--- config.mk ---
export PLATFORM = sky130hd
export DESIGN_NAME = vital_sign_alarm_monitor_core
export DESIGN_NICKNAME = d
export VERILOG_FILES = /design/src/design/vsam_pkg.sv /design/src/design/vsam_cfg_regs.sv /design/src/design/vsam_update.sv /design/src/design/vital_sign_alarm_monitor_core.sv
export SDC_FILE = /design/constraint.sdc
export NUM_CORES = 1
export LEC_CHECK = 0
export ABC_CLOCK_PERIOD_IN_PS = 8860
export BUFFER_PORTS_ARGS = -buffer_cell sky130_fd_sc_hd__buf_4
export CAP_MARGIN = 20
export CORE_MARGIN = 2
export CORE_UTILIZATION = 55
export DETAILED_ROUTE_END_ITERATION = 7
export PLACE_DENSITY = 0.69
export SETUP_SLACK_MARGIN = 0.05
export SKIP_CTS_REPAIR_TIMING = 1
export SLEW_MARGIN = 20
export SYNTH_ARGS = -nofsm -noshare
export SYNTH_HDL_FRONTEND = slang
export SYNTH_SLANG_ARGS = --single-unit
--- constraint.sdc ---
create_clock -name clk -period 8.86 [get_ports clk]
set_clock_uncertainty 0.1 [all_clocks]
set_input_delay 0.886 -clock clk [delete_from_list [all_inputs] [get_ports clk]]
set_output_delay 0.886 -clock clk [all_outputs]
set_load 0.1 [all_outputs]
--- src/design/vsam_pkg.sv ---
`default_nettype none
// ----------------------------------------------------------------------------
// vsam_pkg
// Shared types, register indexes, reset values and fixed-point constants of
// the vital sign alarm monitor.
// ----------------------------------------------------------------------------
package vsam_pkg;

	// Field widths
	localparam int TEMP_W     = 12;
	localparam int PRESS_W    = 9;
	localparam int RAW_W      = 8;
	localparam int RATE_W     = 8;
	localparam int MODE_W     = 2;
	localparam int CFG_IDX_W  = 3;
	localparam int CFG_DATA_W = 12;

	// Default block parameters
	localparam int BUZZER_DIVIDE_DEF    = 9;
	localparam int AVERAGE_SAMPLES_DEF  = 8;
	localparam int TICKS_PER_SECOND_DEF = 100;
	localparam int WINDOW_SECONDS_DEF   = 5;

	// Pressure scaling raw*500/255 as a multiply by a rounded-up reciprocal;
	// exact floor for every 8-bit sample
	localparam int PRESS_FULL   = 500;
	localparam int PRESS_DIV    = 255;
	localparam int PRESS_SHIFT  = 16;
	localparam int PRESS_MULT   = (PRESS_FULL * (2 ** PRESS_SHIFT) + PRESS_DIV - 1) / PRESS_DIV;
	localparam int PRESS_MULT_W = $clog2(PRESS_MULT + 1);
	localparam int PRESS_PROD_W = RAW_W + PRESS_MULT_W;

	// Item kinds
	typedef enum logic [MODE_W-1:0] {
		MODE_SAMPLE = 2'd0,
		MODE_EDGE   = 2'd1,
		MODE_TICK   = 2'd2
	} mode_t;

	// Configuration register indexes
	typedef enum logic [CFG_IDX_W-1:0] {
		REG_TEMP_HIGH = 3'd0,
		REG_TEMP_LOW  = 3'd1,
		REG_DIA_HIGH  = 3'd2,
		REG_DIA_LOW   = 3'd3,
		REG_SYS_HIGH  = 3'd4,
		REG_SYS_LOW   = 3'd5,
		REG_PULSE_HIGH = 3'd6,
		REG_PULSE_LOW = 3'd7
	} cfg_idx_t;

	// Limit reset values
	localparam logic signed [TEMP_W-1:0] TEMP_HIGH_RST = 12'sd372;
	localparam logic signed [TEMP_W-1:0] TEMP_LOW_RST  = 12'sd365;
	localparam logic [PRESS_W-1:0] DIA_HIGH_RST   = 9'd90;
	localparam logic [PRESS_W-1:0] DIA_LOW_RST    = 9'd60;
	localparam logic [PRESS_W-1:0] SYS_HIGH_RST   = 9'd140;
	localparam logic [PRESS_W-1:0] SYS_LOW_RST    = 9'd90;
	localparam logic [RATE_W-1:0]  PULSE_HIGH_RST = 8'd100;
	localparam logic [RATE_W-1:0]  PULSE_LOW_RST  = 8'd60;

	typedef struct packed {
		logic signed [TEMP_W-1:0] temp_high;
		logic signed [TEMP_W-1:0] temp_low;
		logic [PRESS_W-1:0]       dia_high;
		logic [PRESS_W-1:0]       dia_low;
		logic [PRESS_W-1:0]       sys_high;
		logic [PRESS_W-1:0]       sys_low;
		logic [RATE_W-1:0]        pulse_high;
		logic [RATE_W-1:0]        pulse_low;
	} limits_t;

	// Input item after unit conversion
	typedef struct packed {
		mode_t                    mode;
		logic                     temp_valid;
		logic signed [TEMP_W-1:0] temp_tenths;
		logic [PRESS_W-1:0]       dia_scaled;
		logic [PRESS_W-1:0]       sys_scaled;
	} item_t;

	typedef struct packed {
		logic                     alarm;
		logic                     buzzer;
		logic signed [TEMP_W-1:0] temp_tenths;
		logic [PRESS_W-1:0]       dia_avg;
		logic [PRESS_W-1:0]       sys_avg;
		logic [RATE_W-1:0]        pulse_rate;
	} result_t;

endpackage
`default_nettype wire

--- src/design/vsam_cfg_regs.sv ---
`default_nettype none
// ----------------------------------------------------------------------------
// vsam_cfg_regs
// Limit register file; one indexed write per cycle, fields truncated to
// their own widths.
// ----------------------------------------------------------------------------
module vsam_cfg_regs (
	input  wire logic                           clk,
	input  wire logic                           arst_n,
	input  wire logic                           wr_en,
	input  wire logic [vsam_pkg::CFG_IDX_W-1:0]  wr_index,
	input  wire logic [vsam_pkg::CFG_DATA_W-1:0] wr_data,
	output vsam_pkg::limits_t                   limits
);
	import vsam_pkg::*;

	limits_t limits_q;

	always_ff @(posedge clk or negedge arst_n) begin
		if (!arst_n) begin
			limits_q.temp_high  <= TEMP_HIGH_RST;
			limits_q.temp_low   <= TEMP_LOW_RST;
			limits_q.dia_high   <= DIA_HIGH_RST;
			limits_q.dia_low    <= DIA_LOW_RST;
			limits_q.sys_high   <= SYS_HIGH_RST;
			limits_q.sys_low    <= SYS_LOW_RST;
			limits_q.pulse_high <= PULSE_HIGH_RST;
			limits_q.pulse_low  <= PULSE_LOW_RST;
		end else if (wr_en) begin
			case (cfg_idx_t'(wr_index))
				REG_TEMP_HIGH:  limits_q.temp_high  <= wr_data[TEMP_W-1:0];
				REG_TEMP_LOW:   limits_q.temp_low   <= wr_data[TEMP_W-1:0];
				REG_DIA_HIGH:   limits_q.dia_high   <= wr_data[PRESS_W-1:0];
				REG_DIA_LOW:    limits_q.dia_low    <= wr_data[PRESS_W-1:0];
				REG_SYS_HIGH:   limits_q.sys_high   <= wr_data[PRESS_W-1:0];
				REG_SYS_LOW:    limits_q.sys_low    <= wr_data[PRESS_W-1:0];
				REG_PULSE_HIGH: limits_q.pulse_high <= wr_data[RATE_W-1:0];
				REG_PULSE_LOW:  limits_q.pulse_low  <= wr_data[RATE_W-1:0];
				default: begin
				end
			endcase
		end
	end

	assign limits = limits_q;

endmodule
`default_nettype wire

--- src/design/vsam_update.sv ---
`default_nettype none
// ----------------------------------------------------------------------------
// vsam_update
// Monitor state and its update logic: pressure averaging, pulse
// window, limit checks and buzzer divider.
// ----------------------------------------------------------------------------
module vsam_update #(
	parameter int BUZZER_DIVIDE    = vsam_pkg::BUZZER_DIVIDE_DEF,
	parameter int AVERAGE_SAMPLES  = vsam_pkg::AVERAGE_SAMPLES_DEF,
	parameter int TICKS_PER_SECOND = vsam_pkg::TICKS_PER_SECOND_DEF,
	parameter int WINDOW_SECONDS   = vsam_pkg::WINDOW_SECONDS_DEF
) (
	input  wire logic               clk,
	input  wire logic               arst_n,
	input  wire logic               advance,
	input  wire vsam_pkg::item_t    item,
	input  wire vsam_pkg::limits_t  limits,
	output vsam_pkg::result_t       result_next
);
	import vsam_pkg::*;

	localparam int CNT_W   = $clog2(AVERAGE_SAMPLES);
	localparam int SUM_W   = $clog2(PRESS_FULL * AVERAGE_SAMPLES + 1);
	localparam int AVG_SHIFT = SUM_W + $clog2(AVERAGE_SAMPLES);
	localparam int AVG_MULT  = (2 ** AVG_SHIFT + AVERAGE_SAMPLES - 1) / AVERAGE_SAMPLES;
	localparam int AVG_MULT_W = $clog2(AVG_MULT + 1);
	localparam int AVG_PROD_W = SUM_W + AVG_MULT_W;
	localparam int TICK_W  = $clog2(TICKS_PER_SECOND + 1);
	localparam int SEC_W   = $clog2(WINDOW_SECONDS + 1);
	localparam int PH_W    = $clog2(BUZZER_DIVIDE);

	logic [SUM_W-1:0]         dia_sum_q, dia_sum_d, sys_sum_q, sys_sum_d;
	logic [CNT_W-1:0]         smp_cnt_q, smp_cnt_d;
	logic [PRESS_W-1:0]       dia_hold_q, dia_hold_d, sys_hold_q, sys_hold_d;
	logic signed [TEMP_W-1:0] temp_hold_q, temp_hold_d;
	logic [RATE_W-1:0]        edge_cnt_q, edge_cnt_d, rate_hold_q, rate_hold_d;
	logic [TICK_W-1:0]        tick_cnt_q, tick_cnt_d, tick_inc;
	logic [SEC_W-1:0]         sec_cnt_q, sec_cnt_d, sec_inc;
	logic                     rate_pend_q, rate_pend_d;
	logic                     alarm_q, alarm_d;
	logic [PH_W-1:0]          buzz_ph_q, buzz_ph_d, ph_inc;
	logic                     buzz_pin_q, buzz_pin_d;

	logic [SUM_W-1:0]      dia_sum_add, sys_sum_add;
	logic [AVG_PROD_W-1:0] dia_prod, sys_prod;
	logic [PRESS_W-1:0]    dia_avg, sys_avg;
	logic                  avg_done;
	logic                  temp_alarm, press_alarm, pulse_alarm;
	logic [RATE_W-1:0]     window_rate;

	// Running sums including the current sample
	assign dia_sum_add = dia_sum_q + SUM_W'(item.dia_scaled);
	assign sys_sum_add = sys_sum_q + SUM_W'(item.sys_scaled);
	assign avg_done    = ({1'b0, smp_cnt_q} + 1'b1) == (CNT_W + 1)'(AVERAGE_SAMPLES);

	// Divide by the sample count through a rounded-up reciprocal
	assign dia_prod = AVG_PROD_W'(dia_sum_add) * AVG_PROD_W'(AVG_MULT);
	assign sys_prod = AVG_PROD_W'(sys_sum_add) * AVG_PROD_W'(AVG_MULT);
	assign dia_avg  = PRESS_W'(dia_prod >> AVG_SHIFT);
	assign sys_avg  = PRESS_W'(sys_prod >> AVG_SHIFT);

	assign temp_alarm  = ($signed(item.temp_tenths) > $signed(limits.temp_high)) ||
	                     ($signed(item.temp_tenths) < $signed(limits.temp_low));
	assign press_alarm = (dia_avg > limits.dia_high) || (dia_avg < limits.dia_low) ||
	                     (sys_avg > limits.sys_high) || (sys_avg < limits.sys_low);
	assign pulse_alarm = (rate_hold_q > limits.pulse_high) ||
	                     (rate_hold_q < limits.pulse_low);

	// Edges times twelve, wrapped to eight bits
	assign window_rate = {edge_cnt_q[RATE_W-4:0], 3'b000} + {edge_cnt_q[RATE_W-3:0], 2'b00};

	assign tick_inc = tick_cnt_q + 1'b1;
	assign sec_inc  = sec_cnt_q + 1'b1;
	// Buzzer count modulo the divider; its wrap keeps the same residue
	assign ph_inc   = (buzz_ph_q == PH_W'(BUZZER_DIVIDE - 1)) ? '0 : buzz_ph_q + 1'b1;

	always_comb begin
		dia_sum_d   = dia_sum_q;
		sys_sum_d   = sys_sum_q;
		smp_cnt_d   = smp_cnt_q;
		dia_hold_d  = dia_hold_q;
		sys_hold_d  = sys_hold_q;
		temp_hold_d = temp_hold_q;
		edge_cnt_d  = edge_cnt_q;
		tick_cnt_d  = tick_cnt_q;
		sec_cnt_d   = sec_cnt_q;
		rate_hold_d = rate_hold_q;
		rate_pend_d = rate_pend_q;
		alarm_d     = alarm_q;
		buzz_ph_d   = buzz_ph_q;
		buzz_pin_d  = buzz_pin_q;
		case (item.mode)
			MODE_SAMPLE: begin
				if (item.temp_valid) begin
					temp_hold_d = item.temp_tenths;
					alarm_d     = temp_alarm;
				end
				if (avg_done) begin
					dia_hold_d = dia_avg;
					sys_hold_d = sys_avg;
					dia_sum_d  = '0;
					sys_sum_d  = '0;
					smp_cnt_d  = '0;
					alarm_d    = press_alarm;
				end else begin
					dia_sum_d = dia_sum_add;
					sys_sum_d = sys_sum_add;
					smp_cnt_d = smp_cnt_q + 1'b1;
				end
				if (rate_pend_q) begin
					rate_pend_d = 1'b0;
					alarm_d     = pulse_alarm;
				end
				buzz_ph_d = ph_inc;
				if ((ph_inc == '0) && alarm_d) begin
					buzz_pin_d = !buzz_pin_q;
				end
			end
			MODE_EDGE: begin
				edge_cnt_d = edge_cnt_q + 1'b1;
			end
			MODE_TICK: begin
				if (tick_inc == TICK_W'(TICKS_PER_SECOND)) begin
					tick_cnt_d = '0;
					if (sec_inc == SEC_W'(WINDOW_SECONDS)) begin
						sec_cnt_d   = '0;
						rate_hold_d = window_rate;
						edge_cnt_d  = '0;
						rate_pend_d = 1'b1;
					end else begin
						sec_cnt_d = sec_inc;
					end
				end else begin
					tick_cnt_d = tick_inc;
				end
			end
			default: begin
			end
		endcase
	end

	always_ff @(posedge clk or negedge arst_n) begin
		if (!arst_n) begin
			dia_sum_q   <= '0;
			sys_sum_q   <= '0;
			smp_cnt_q   <= '0;
			dia_hold_q  <= '0;
			sys_hold_q  <= '0;
			temp_hold_q <= '0;
			edge_cnt_q  <= '0;
			tick_cnt_q  <= '0;
			sec_cnt_q   <= '0;
			rate_hold_q <= '0;
			rate_pend_q <= 1'b0;
			alarm_q     <= 1'b0;
			buzz_ph_q   <= '0;
			buzz_pin_q  <= 1'b0;
		end else if (advance) begin
			dia_sum_q   <= dia_sum_d;
			sys_sum_q   <= sys_sum_d;
			smp_cnt_q   <= smp_cnt_d;
			dia_hold_q  <= dia_hold_d;
			sys_hold_q  <= sys_hold_d;
			temp_hold_q <= temp_hold_d;
			edge_cnt_q  <= edge_cnt_d;
			tick_cnt_q  <= tick_cnt_d;
			sec_cnt_q   <= sec_cnt_d;
			rate_hold_q <= rate_hold_d;
			rate_pend_q <= rate_pend_d;
			alarm_q     <= alarm_d;
			buzz_ph_q   <= buzz_ph_d;
			buzz_pin_q  <= buzz_pin_d;
		end
	end

	assign result_next.alarm       = alarm_d;
	assign result_next.buzzer      = buzz_pin_d;
	assign result_next.temp_tenths = temp_hold_d;
	assign result_next.dia_avg     = dia_hold_d;
	assign result_next.sys_avg     = sys_hold_d;
	assign result_next.pulse_rate  = rate_hold_d;

endmodule
`default_nettype wire

--- src/design/vital_sign_alarm_monitor_core.sv ---
`default_nettype none
// ----------------------------------------------------------------------------
// vital_sign_alarm_monitor_core
// Vital sign alarm monitor: temperature, averaged blood pressure and pulse
// rate checked against programmable limits, with a divided alarm buzzer.
// ----------------------------------------------------------------------------
// The monitor takes one item per clock and returns one result for every item
// it takes. An item is a sample (optional temperature in 1/16 degree plus
// one diastolic and one systolic 8-bit converter sample), a pulse edge, or a
// 10 ms tick; mode code 3 changes nothing and repeats the held values. Each
// result carries the alarm, the buzzer pin level and the held temperature in
// tenths, pressure averages and pulse rate, all as they stand after the item.
// An item is converted to tenths and scaled pressure on its way into the
// input register; the whole state update then runs in the single stage
// between the input register and the result register, so the result of an
// item is registered there when it advances, and a new item can follow every
// cycle unless stalled. The input side stalls only while the input register
// holds an item and the result register holds a result that the sink is
// stalling. Limits are written through the configuration port, which is
// always ready; write them only while no item is in flight.
// ----------------------------------------------------------------------------
module vital_sign_alarm_monitor_core #(
	parameter int BUZZER_DIVIDE    = vsam_pkg::BUZZER_DIVIDE_DEF,
	parameter int AVERAGE_SAMPLES  = vsam_pkg::AVERAGE_SAMPLES_DEF,
	parameter int TICKS_PER_SECOND = vsam_pkg::TICKS_PER_SECOND_DEF,
	parameter int WINDOW_SECONDS   = vsam_pkg::WINDOW_SECONDS_DEF
) (
	input  wire logic                                  clk,
	input  wire logic                                  arst_n,
	// Input item channel
	input  wire logic                                  in_valid,
	output logic                                       in_stall,
	input  wire logic [vsam_pkg::MODE_W-1:0]           mode,
	input  wire logic                                  temp_valid,
	input  wire logic signed [vsam_pkg::TEMP_W-1:0]    temp_raw,
	input  wire logic [vsam_pkg::RAW_W-1:0]            diastolic_raw,
	input  wire logic [vsam_pkg::RAW_W-1:0]            systolic_raw,
	// Result channel
	output logic                                       out_valid,
	input  wire logic                                  out_stall,
	output logic                                       alarm,
	output logic                                       buzzer_level,
	output logic signed [vsam_pkg::TEMP_W-1:0]         temperature_tenths,
	output logic [vsam_pkg::PRESS_W-1:0]               diastolic_avg,
	output logic [vsam_pkg::PRESS_W-1:0]               systolic_avg,
	output logic [vsam_pkg::RATE_W-1:0]                pulse_rate,
	// Configuration write channel
	input  wire logic                                  cfg_valid,
	output logic                                       cfg_ready,
	input  wire logic [vsam_pkg::CFG_IDX_W-1:0]        cfg_index,
	input  wire logic [vsam_pkg::CFG_DATA_W-1:0]       cfg_data
);
	import vsam_pkg::*;

	logic                      valid_s1;
	item_t                     item_s1;
	item_t                     item_in;
	logic                      advance;
	limits_t                   limits;
	result_t                   result_next;
	result_t                   result_q;
	logic                      out_valid_q;

	logic signed [TEMP_W+3:0]  temp_ext;
	logic signed [TEMP_W+3:0]  temp_x10;
	logic [PRESS_PROD_W-1:0]   dia_prod;
	logic [PRESS_PROD_W-1:0]   sys_prod;

	// Configuration: limits are taken on every valid write
	assign cfg_ready = 1'b1;

	vsam_cfg_regs u_cfg (
		.clk      (clk),
		.arst_n   (arst_n),
		.wr_en    (cfg_valid && cfg_ready),
		.wr_index (cfg_index),
		.wr_data  (cfg_data),
		.limits   (limits)
	);

	// Convert units ahead of the input register: tenths are floor(raw*10/16),
	// which is the arithmetic shift of raw*10 by four
	assign temp_ext = {{4{temp_raw[TEMP_W-1]}}, temp_raw};
	assign temp_x10 = (temp_ext <<< 3) + (temp_ext <<< 1);

	// Scale pressures by 500/255 with a reciprocal multiply
	assign dia_prod = PRESS_PROD_W'(diastolic_raw) * PRESS_PROD_W'(PRESS_MULT);
	assign sys_prod = PRESS_PROD_W'(systolic_raw) * PRESS_PROD_W'(PRESS_MULT);

	assign item_in.mode        = mode_t'(mode);
	assign item_in.temp_valid  = temp_valid;
	assign item_in.temp_tenths = temp_x10[TEMP_W+3:4];
	assign item_in.dia_scaled  = dia_prod[PRESS_SHIFT +: PRESS_W];
	assign item_in.sys_scaled  = sys_prod[PRESS_SHIFT +: PRESS_W];

	// Advance the held item whenever the result register is free or draining
	assign advance  = valid_s1 && (!out_valid_q || !out_stall);
	assign in_stall = valid_s1 && !advance;

	always_ff @(posedge clk or negedge arst_n) begin
		if (!arst_n) begin
			valid_s1 <= 1'b0;
		end else if (!in_stall) begin
			valid_s1 <= in_valid;
		end
	end

	// Hold the item payload until the next transfer
	always_ff @(posedge clk) begin
		if (in_valid && !in_stall) begin
			item_s1 <= item_in;
		end
	end

	vsam_update #(
		.BUZZER_DIVIDE    (BUZZER_DIVIDE),
		.AVERAGE_SAMPLES  (AVERAGE_SAMPLES),
		.TICKS_PER_SECOND (TICKS_PER_SECOND),
		.WINDOW_SECONDS   (WINDOW_SECONDS)
	) u_update (
		.clk         (clk),
		.arst_n      (arst_n),
		.advance     (advance),
		.item        (item_s1),
		.limits      (limits),
		.result_next (result_next)
	);

	// Result register: load on advance, drop the valid once the sink takes it.
	// The payload resets to the state's reset values so it always mirrors
	// the last result.
	always_ff @(posedge clk or negedge arst_n) begin
		if (!arst_n) begin
			out_valid_q <= 1'b0;
			result_q    <= '0;
		end else if (advance) begin
			out_valid_q <= 1'b1;
			result_q    <= result_next;
		end else if (!out_stall) begin
			out_valid_q <= 1'b0;
		end
	end

	assign out_valid          = out_valid_q;
	assign alarm              = result_q.alarm;
	assign buzzer_level       = result_q.buzzer;
	assign temperature_tenths = result_q.temp_tenths;
	assign diastolic_avg      = result_q.dia_avg;
	assign systolic_avg       = result_q.sys_avg;
	assign pulse_rate         = result_q.pulse_rate;

	// Input side stalls only behind a held item and a stalled full result
	a_stall_cause: assert property (@(posedge clk) disable iff (!arst_n)
		in_stall |-> (valid_s1 && out_valid_q && out_stall))
		else $error("input stalled without a blocked result");

	// Pulse edges and unused codes leave every reported value unchanged
	a_edge_no_change: assert property (@(posedge clk) disable iff (!arst_n)
		(advance && item_s1.mode != MODE_SAMPLE && item_s1.mode != MODE_TICK)
		|=> (result_q == $past(result_q)))
		else $error("non-sample, non-tick item changed the result");

	// The buzzer toggles only while the alarm is set
	a_buzzer_alarm: assert property (@(posedge clk) disable iff (!arst_n)
		advance |=> (buzzer_level == $past(buzzer_level)) || alarm)
		else $error("buzzer toggled with alarm clear");

endmodule
`default_nettype wire

Yosys cells after proc, flatten, opt, wreduce, memory -nomap -nowiden
Cells that the tools add are included.
{"block": "totals", "word_cells": 124, "in_bits": 51, "out_inout_bits": 43, "regBits": 201}
{"block": "op_classes", "n_mux": 22, "addsub": 10, "eq_ne": 16, "reduce_logical": 37, "magnitude_cmp": 8, "multipliers": 2}
{"cell": "8-bit by 16-bit multiplier with 24-bit output (second input constant)", "n": 2}
{"cell": "12-bit by 9-bit adder with 12-bit output", "n": 2}
{"cell": "12-bit two-way mux", "n": 2}
{"cell": "2-bit AND reduction", "n": 10}
{"cell": "9-bit > comparator", "n": 2}
{"cell": "9-bit < comparator", "n": 2}
{"cell": "9-bit two-way mux", "n": 2}
{"cell": "15-bit by 13-bit adder with 16-bit output", "n": 1}
{"cell": "8-bit two-way mux", "n": 2}
{"cell": "8-bit one-hot mux with 2 select lines", "n": 1}
{"cell": "3-bit equality test (second input constant)", "n": 5}
{"cell": "12-bit > comparator", "n": 1}
{"cell": "12-bit < comparator", "n": 1}
{"cell": "3-bit AND reduction", "n": 4}
{"cell": "4-bit AND reduction", "n": 3}
{"cell": "1-bit two-way mux", "n": 10}
{"cell": "8-bit by 1-bit adder with 8-bit output (second input constant)", "n": 1}
{"cell": "8-bit adder", "n": 1}
{"cell": "4-bit equality test (second input constant)", "n": 2}
{"cell": "8-bit > comparator", "n": 1}
{"cell": "8-bit < comparator", "n": 1}
{"cell": "7-bit by 1-bit adder with 7-bit output (second input constant)", "n": 1}
{"cell": "7-bit equality test (second input constant)", "n": 1}
{"cell": "7-bit two-way mux", "n": 1}
{"cell": "18 further kinds", "n": 36}

Depth between registers and ports, before layout
{"block": "depth", "word_depth": 11, "ltp_mapped": 19, "depth_no_buf": 19}

Modules after synthesis
A second synthesis with hierarchy kept.
{"block": "unflattened", "hier_cells": 1634, "hier_area_um2": 17568.1}
{"mod": "vital_sign_alarm_monitor_core", "instances": 1, "cells_each": 658, "seq_area_each_um2": 2042.0, "area_per_inst_um2": 7448.4}
{"mod": "vsam_update", "instances": 1, "cells_each": 808, "seq_area_each_um2": 2202.1, "area_per_inst_um2": 7135.6}
{"mod": "vsam_cfg_regs", "instances": 1, "cells_each": 168, "seq_area_each_um2": 1943.1, "area_per_inst_um2": 2984.1}

Worst setup path before layout
OpenSTA, ideal clock, no wires.
{"block": "synth_timing", "path_kind": "input to register", "from": "input diastolic_raw[5] (netlist name)", "to": "register item_s1[17] (netlist name) (data pin)", "setup_ps": 260, "stages": 15, "n_path_buf": 0, "path_slack_ps": 3696, "arrival_ps": 4805, "path_cell_list": "fa_1 > inv_1 > fa_1 > fa_1 > inv_1 > fa_1 > ha_1 > nor3_1 > o21ai_1 > o2111ai_1 > nand3_1 > o41ai_2 > o2111ai_1 > a21oi_1 > xnor2_1"}
{"block": "synth_via", "elab_chain_len": 1}
{"item": "start, declared", "line": "vital_sign_alarm_monitor_core.sv:36", "text": "input wire logic [vsam_pkg::RAW_W-1:0] diastolic_raw,"}
{"item": "8-bit by 16-bit multiplier with 24-bit output", "line": "vital_sign_alarm_monitor_core.sv:87", "text": "assign dia_prod = PRESS_PROD_W'(diastolic_raw) * PRESS_PROD_W'(PRESS_MULT);"}
{"item": "named net dia_prod[24]", "line": "vital_sign_alarm_monitor_core.sv:66", "text": "logic [PRESS_PROD_W-1:0] dia_prod;"}
{"item": "end signal, assigned", "line": "vital_sign_alarm_monitor_core.sv:111", "text": "item_s1 <= item_in;"}
{"item": "end, declared", "line": "vital_sign_alarm_monitor_core.sv:56", "text": "item_t item_s1;"}
The timed path passes the listed nets, and every way through them passes these cells.
A chain may end at the register's enable or synchronous reset.

Worst setup path in the final report
Ends and elaborated chain as after synthesis.

==> flow_metrics.py <==
metrics = {
    "hold_path": {
        "holdPathEnd": "u_update.dia_sum_q[0]",
        "min_from": "u_update.dia_sum_q[0]",
        "hp-class": "flip-flop to flip-flop",
        "worstHoldPathCells": 2,
    },
    "cts": {
        "htreeDepth": 4,
        "tritoncts": "built",
        "clock_latency_ns": 0.44,
        "cts_made_buffers": 17,
        "path_clk_slew_ns": 0.07,
        "cts-root-buf": "clkbuf_16",
        "cts.sinks": 197,
        "cts_max_path_buffers": 2,
    },
    "synth": {
        "synth_cells": 1390,
        "syn_area_um2": 14700,
        "synth_top_family_by_area": "adder cells",
        "synth_edf_count": 33,
        "yosysWarningCount": 0,
        "synth-simple-area-share_pct": 8.65,
        "synth_top_area_cell": "dfrtp_1",
        "syn_area_per_cell_um2": 10.6,
        "synth_compound_area_share_pct": 10.9,
        "synth_flop_cell": "dfrtp_1",
        "ys_ff_latch": 197,
        "synth-seq-area-share_pct": 35.0,
        "synth_adder_area_share_pct": 30.0,
        "yosys-top-cells-area": "dfrtp_1 (22%), ha_1 (17%), fa_1 (13%), edfxtp_1 (6.8%), dfstp_2 (5.9%)",
        "async_reset_ff_share_pct": 83.2,
        "post_synth_num_cell_types": 68,
        "synth_top_area_share_pct": 22.3,
        "synthXorXnorAreaFrac_pct": 3.46,
        "muxShareOfSynthArea_pct": 5.56,
    },
    "timing": {
        "finalSetupViolations": 0,
        "hold_ws_ns": 0.371,
        "finalSetupTns_ns": 0,
        "drv_slew": 0,
        "finalCritPeriodShare_pct": 59.2,
        "min_period_ns": 5.25,
        "grt_setup_unrepaired": "no",
        "clock.fmax_mhz": 191,
        "relSlewSlack_pct": 34.3,
        "setup_ws_ns": 3.61,
        "hold_viol_final": 0,
        "worst-slew-pin-transition_ns": 0.983,
    },
    "drt": {
        "drt-vias-per-instance": 5.39,
        "drc": 7,
        "avgRoutedWirePerCell_um": 16.4,
        "ant_nets": 0,
        "drt-initial-drc-count": 471,
        "wl_um": 30000,
        "dr.pass1.iters": 8,
        "dr_total_vias": 9860,
    },
    "critical_path": {
        "worstPathRequired_ns": 8.95,
        "worstPathArrival_ns": 5.34,
        "critPathMaxFanout": 6,
        "rr_startpoint": "item_s1[0]",
        "end_kind": "flip-flop",
        "ff2ff_setup_slack_ns": 4.42,
        "worstSetupPathType": "primary input to flip-flop",
        "worstSetupStartpointType": "primary input",
        "ff2ff_path_depth": 17,
        "r2r-end": "u_update.buzz_pin_q",
    },
    "power_and_ir_drop": {
        "p_leak_nw": 7.99,
        "power_density_nw_per_um2": 312,
        "power_frac_clock_pct": 14.6,
        "power.share.combinational_pct": 58.3,
        "finalPower_mw": 5.08,
        "switching_share_pct": 44.4,
        "switchingPower_mw": 2.26,
        "p_seq_share_pct": 27.1,
        "peakVddDrop_v": 0.000171,
        "internal_power_mw": 2.83,
    },
    "final_layout": {
        "syn_to_final_growth_pct": 11.1,
        "post-route-util_pct": 62.4,
        "fin_area_um2": 16300,
        "fillCellCount": 2161,
        "multi_input_area_um2": 8620,
        "antenna_cells": 0,
        "regArea_um2": 5140,
        "fin_nets": 1830,
        "instances_no_fill": 1831,
        "drive_gt1_share_pct": 16.6,
    },
    "global_routing": {
        "grt.met3_usage_pct": 3.40,
        "grt_use_total_pct": 22.7,
        "grt_busiest_layer": "met2",
        "use_met2_pct": 40.8,
        "grt_overflow": 0,
        "grt_pass1_wl_um": 50900,
        "met1_usage_pct": 29.3,
        "grt_max_degree": 88,
        "first_global_vias": 10276,
        "antenna_found_initial": 0,
    },
    "status": {
        "violations": "design-rule violations",
        "status": "finished, violations left",
    },
    "floorplan": {
        "num_rows": 59,
        "core_um2": 26100,
        "dieArea_um2": 28000,
        "fp.dieW_um": 167,
        "io_pins": 94,
        "initial_core_util_pct": 56.1,
        "die_h_um": 167,
    },
    "placement": {
        "dp.cells": 1799,
        "detailed_place_hpwl_um": 23700,
        "gp_congestion": 0.875,
        "placement.cell_area_um2": 15700,
        "io_buffers": 90,
        "dpl_worst_slack_ns": 3.15,
    },
    "job": {
        "cap_violations": 0,
    },
}
==> synth_stat cells, drive strengths merged, types with 3 or more instances <==
| cell | n |
|---|---|
| o211ai | 6 |
| dfstp | 33 |
| xnor2 | 40 |
| mux2 | 68 |
| nand4 | 12 |
| a2111oi | 3 |
| o22ai | 8 |
| edfxtp | 33 |
| a21oi | 60 |
| buf | 7 |
| dfrtp | 131 |
| nor3 | 18 |
| a211o | 3 |
| mux2i | 5 |
| and3 | 8 |
| or3 | 4 |
| a22o | 11 |
| and2 | 6 |
| o31ai | 7 |
| nand2b | 9 |
| nor2b | 11 |
| a21o | 17 |
| o21bai | 8 |
| ha | 204 |
| nand3 | 28 |
| nor3b | 3 |
| xor2 | 18 |
| nor2 | 45 |
| a41oi | 3 |
| o21ai | 88 |
| a31oi | 3 |
| inv | 220 |
| nand4b | 3 |
| o2111ai | 5 |
| o21a | 8 |
| o41ai | 3 |
| fa | 92 |
| clkbuf | 17 |
| nand2 | 117 |
| a211oi | 7 |
==> final cells by class <==
| cell class | instances | share of cell area (%) |
|---|---|---|
| clock buffer | 17 | 2.61 |
| timing repair buffer | 97 | 4.49 |
| sequential | 197 | 31.5 |
| multi-input combinational | 950 | 52.9 |
| inverter | 220 | 5.07 |
| tap | 335 | 2.57 |
| clock inverter | 15 | 0.852 |
==> worst max-delay path, stage by stage <==
cell	delay [ns]
buf_4	0.14
fa_1	0.64
inv_1	0.14
fa_1	0.56
fa_1	0.55
inv_1	0.05
fa_1	0.47
ha_1	0.22
nor3_1	0.22
o21ai_1	0.12
o2111ai_1	0.20
nand3_1	0.19
o41ai_2	0.41
o2111ai_1	0.23
a21oi_1	0.22
xnor2_1	0.08
==> cells in the final DEF (no fill, tap or decap), types with 6 or more instances in the layout <==
cell type / synthesis / final
nand4_1: 12 / 12
dfrtp_1: 131 / 131
nand2_1: 117 / 117
nor2_1: 45 / 44
nand3_1: 28 / 28
o21bai_1: 7 / 7
a211oi_1: 7 / 7
ha_1: 204 / 204
a21oi_1: 57 / 57
nor2b_1: 11 / 11
a21o_1: 17 / 17
xor2_1: 18 / 18
inv_1: 220 / 220
nor3_1: 16 / 13
xnor2_1: 40 / 40
o31ai_1: 6 / 6
edfxtp_1: 33 / 33
o21a_1: 8 / 8
nand2b_1: 9 / 9
o211ai_1: 6 / 6
clkbuf_16: 0 / 17
mux2_2: 68 / 68
fa_1: 92 / 92
dfstp_2: 33 / 33
a22o_1: 11 / 11
o21ai_0: 85 / 85
buf_4: 3 / 96
o22ai_1: 8 / 8
and3_1: 7 / 7
==> registers in the layout (all words and copies together) (netlist names) <==
signal / count
item_s1: 33
u_update.edge_cnt_q: 6
u_update.tick_cnt_q: 7
u_update.buzz_ph_q: 4
u_update.sys_sum_q: 12
u_update.buzz_pin_q: 1
temperature_tenths: 12
u_update.sec_cnt_q: 3
u_update.alarm_q: 1
out_valid: 1
valid_s1: 1
u_update.dia_hold_q: 9
u_update.sys_hold_q: 9
u_update.smp_cnt_q: 3
u_update.rate_hold_q: 6
u_update.dia_sum_q: 12
u_cfg.limits: 76
u_update.rate_pend_q: 1
==> layer usage <==
layer	share of wire, %	wire (um)
met1	45	13500
met2	51	15400
met3	2.8	827
met4	1.1	323
met5	0	0
==> power groups by stage <==
stage / clock network, mW / registers (mW) / logic [mW]
after floorplan: 0 / 1.52 / 2.11
after global placement: 0 / 1.39 / 2.88
after detailed placement: 0 / 1.39 / 2.97
after CTS: 0.759 / 1.38 / 3.00
after global routing: 0.796 / 1.41 / 3.38
final: 0.742 / 1.38 / 2.96
==> cells by family (layout without fill, tap and decap cells) <==
| group | after synthesis | in the layout |
|---|---|---|
| fa+ha+maj | 296 | 296 |
| simple gates | 271 | 271 |
| compound gates | 249 | 249 |
| buf+inv | 244 | 349 |
| flops | 197 | 197 |
| mux | 73 | 73 |
| xor+xnor | 58 | 58 |
| other cells | 2 | 3 |
==> how the worst max path moves through the flow <==
| stage | startpoint | to | slack [ns] | cells past startpoint |
|---|---|---|---|---|
| after detailed placement | diastolic_raw[5] | item_s1[17] | 3.15 | 16 |
| after CTS | diastolic_raw[5] | item_s1[17] | 3.62 | 16 |
| after floorplan | diastolic_raw[5] | item_s1[17] | 3.70 | 15 |
| final | diastolic_raw[5] | item_s1[17] | 3.61 | 16 |
| after global placement | diastolic_raw[5] | item_s1[17] | 3.28 | 16 |
| after global routing | diastolic_raw[5] | item_s1[17] | 3.32 | 16 |
No activity file was read; power rests on OpenSTA's default activity.
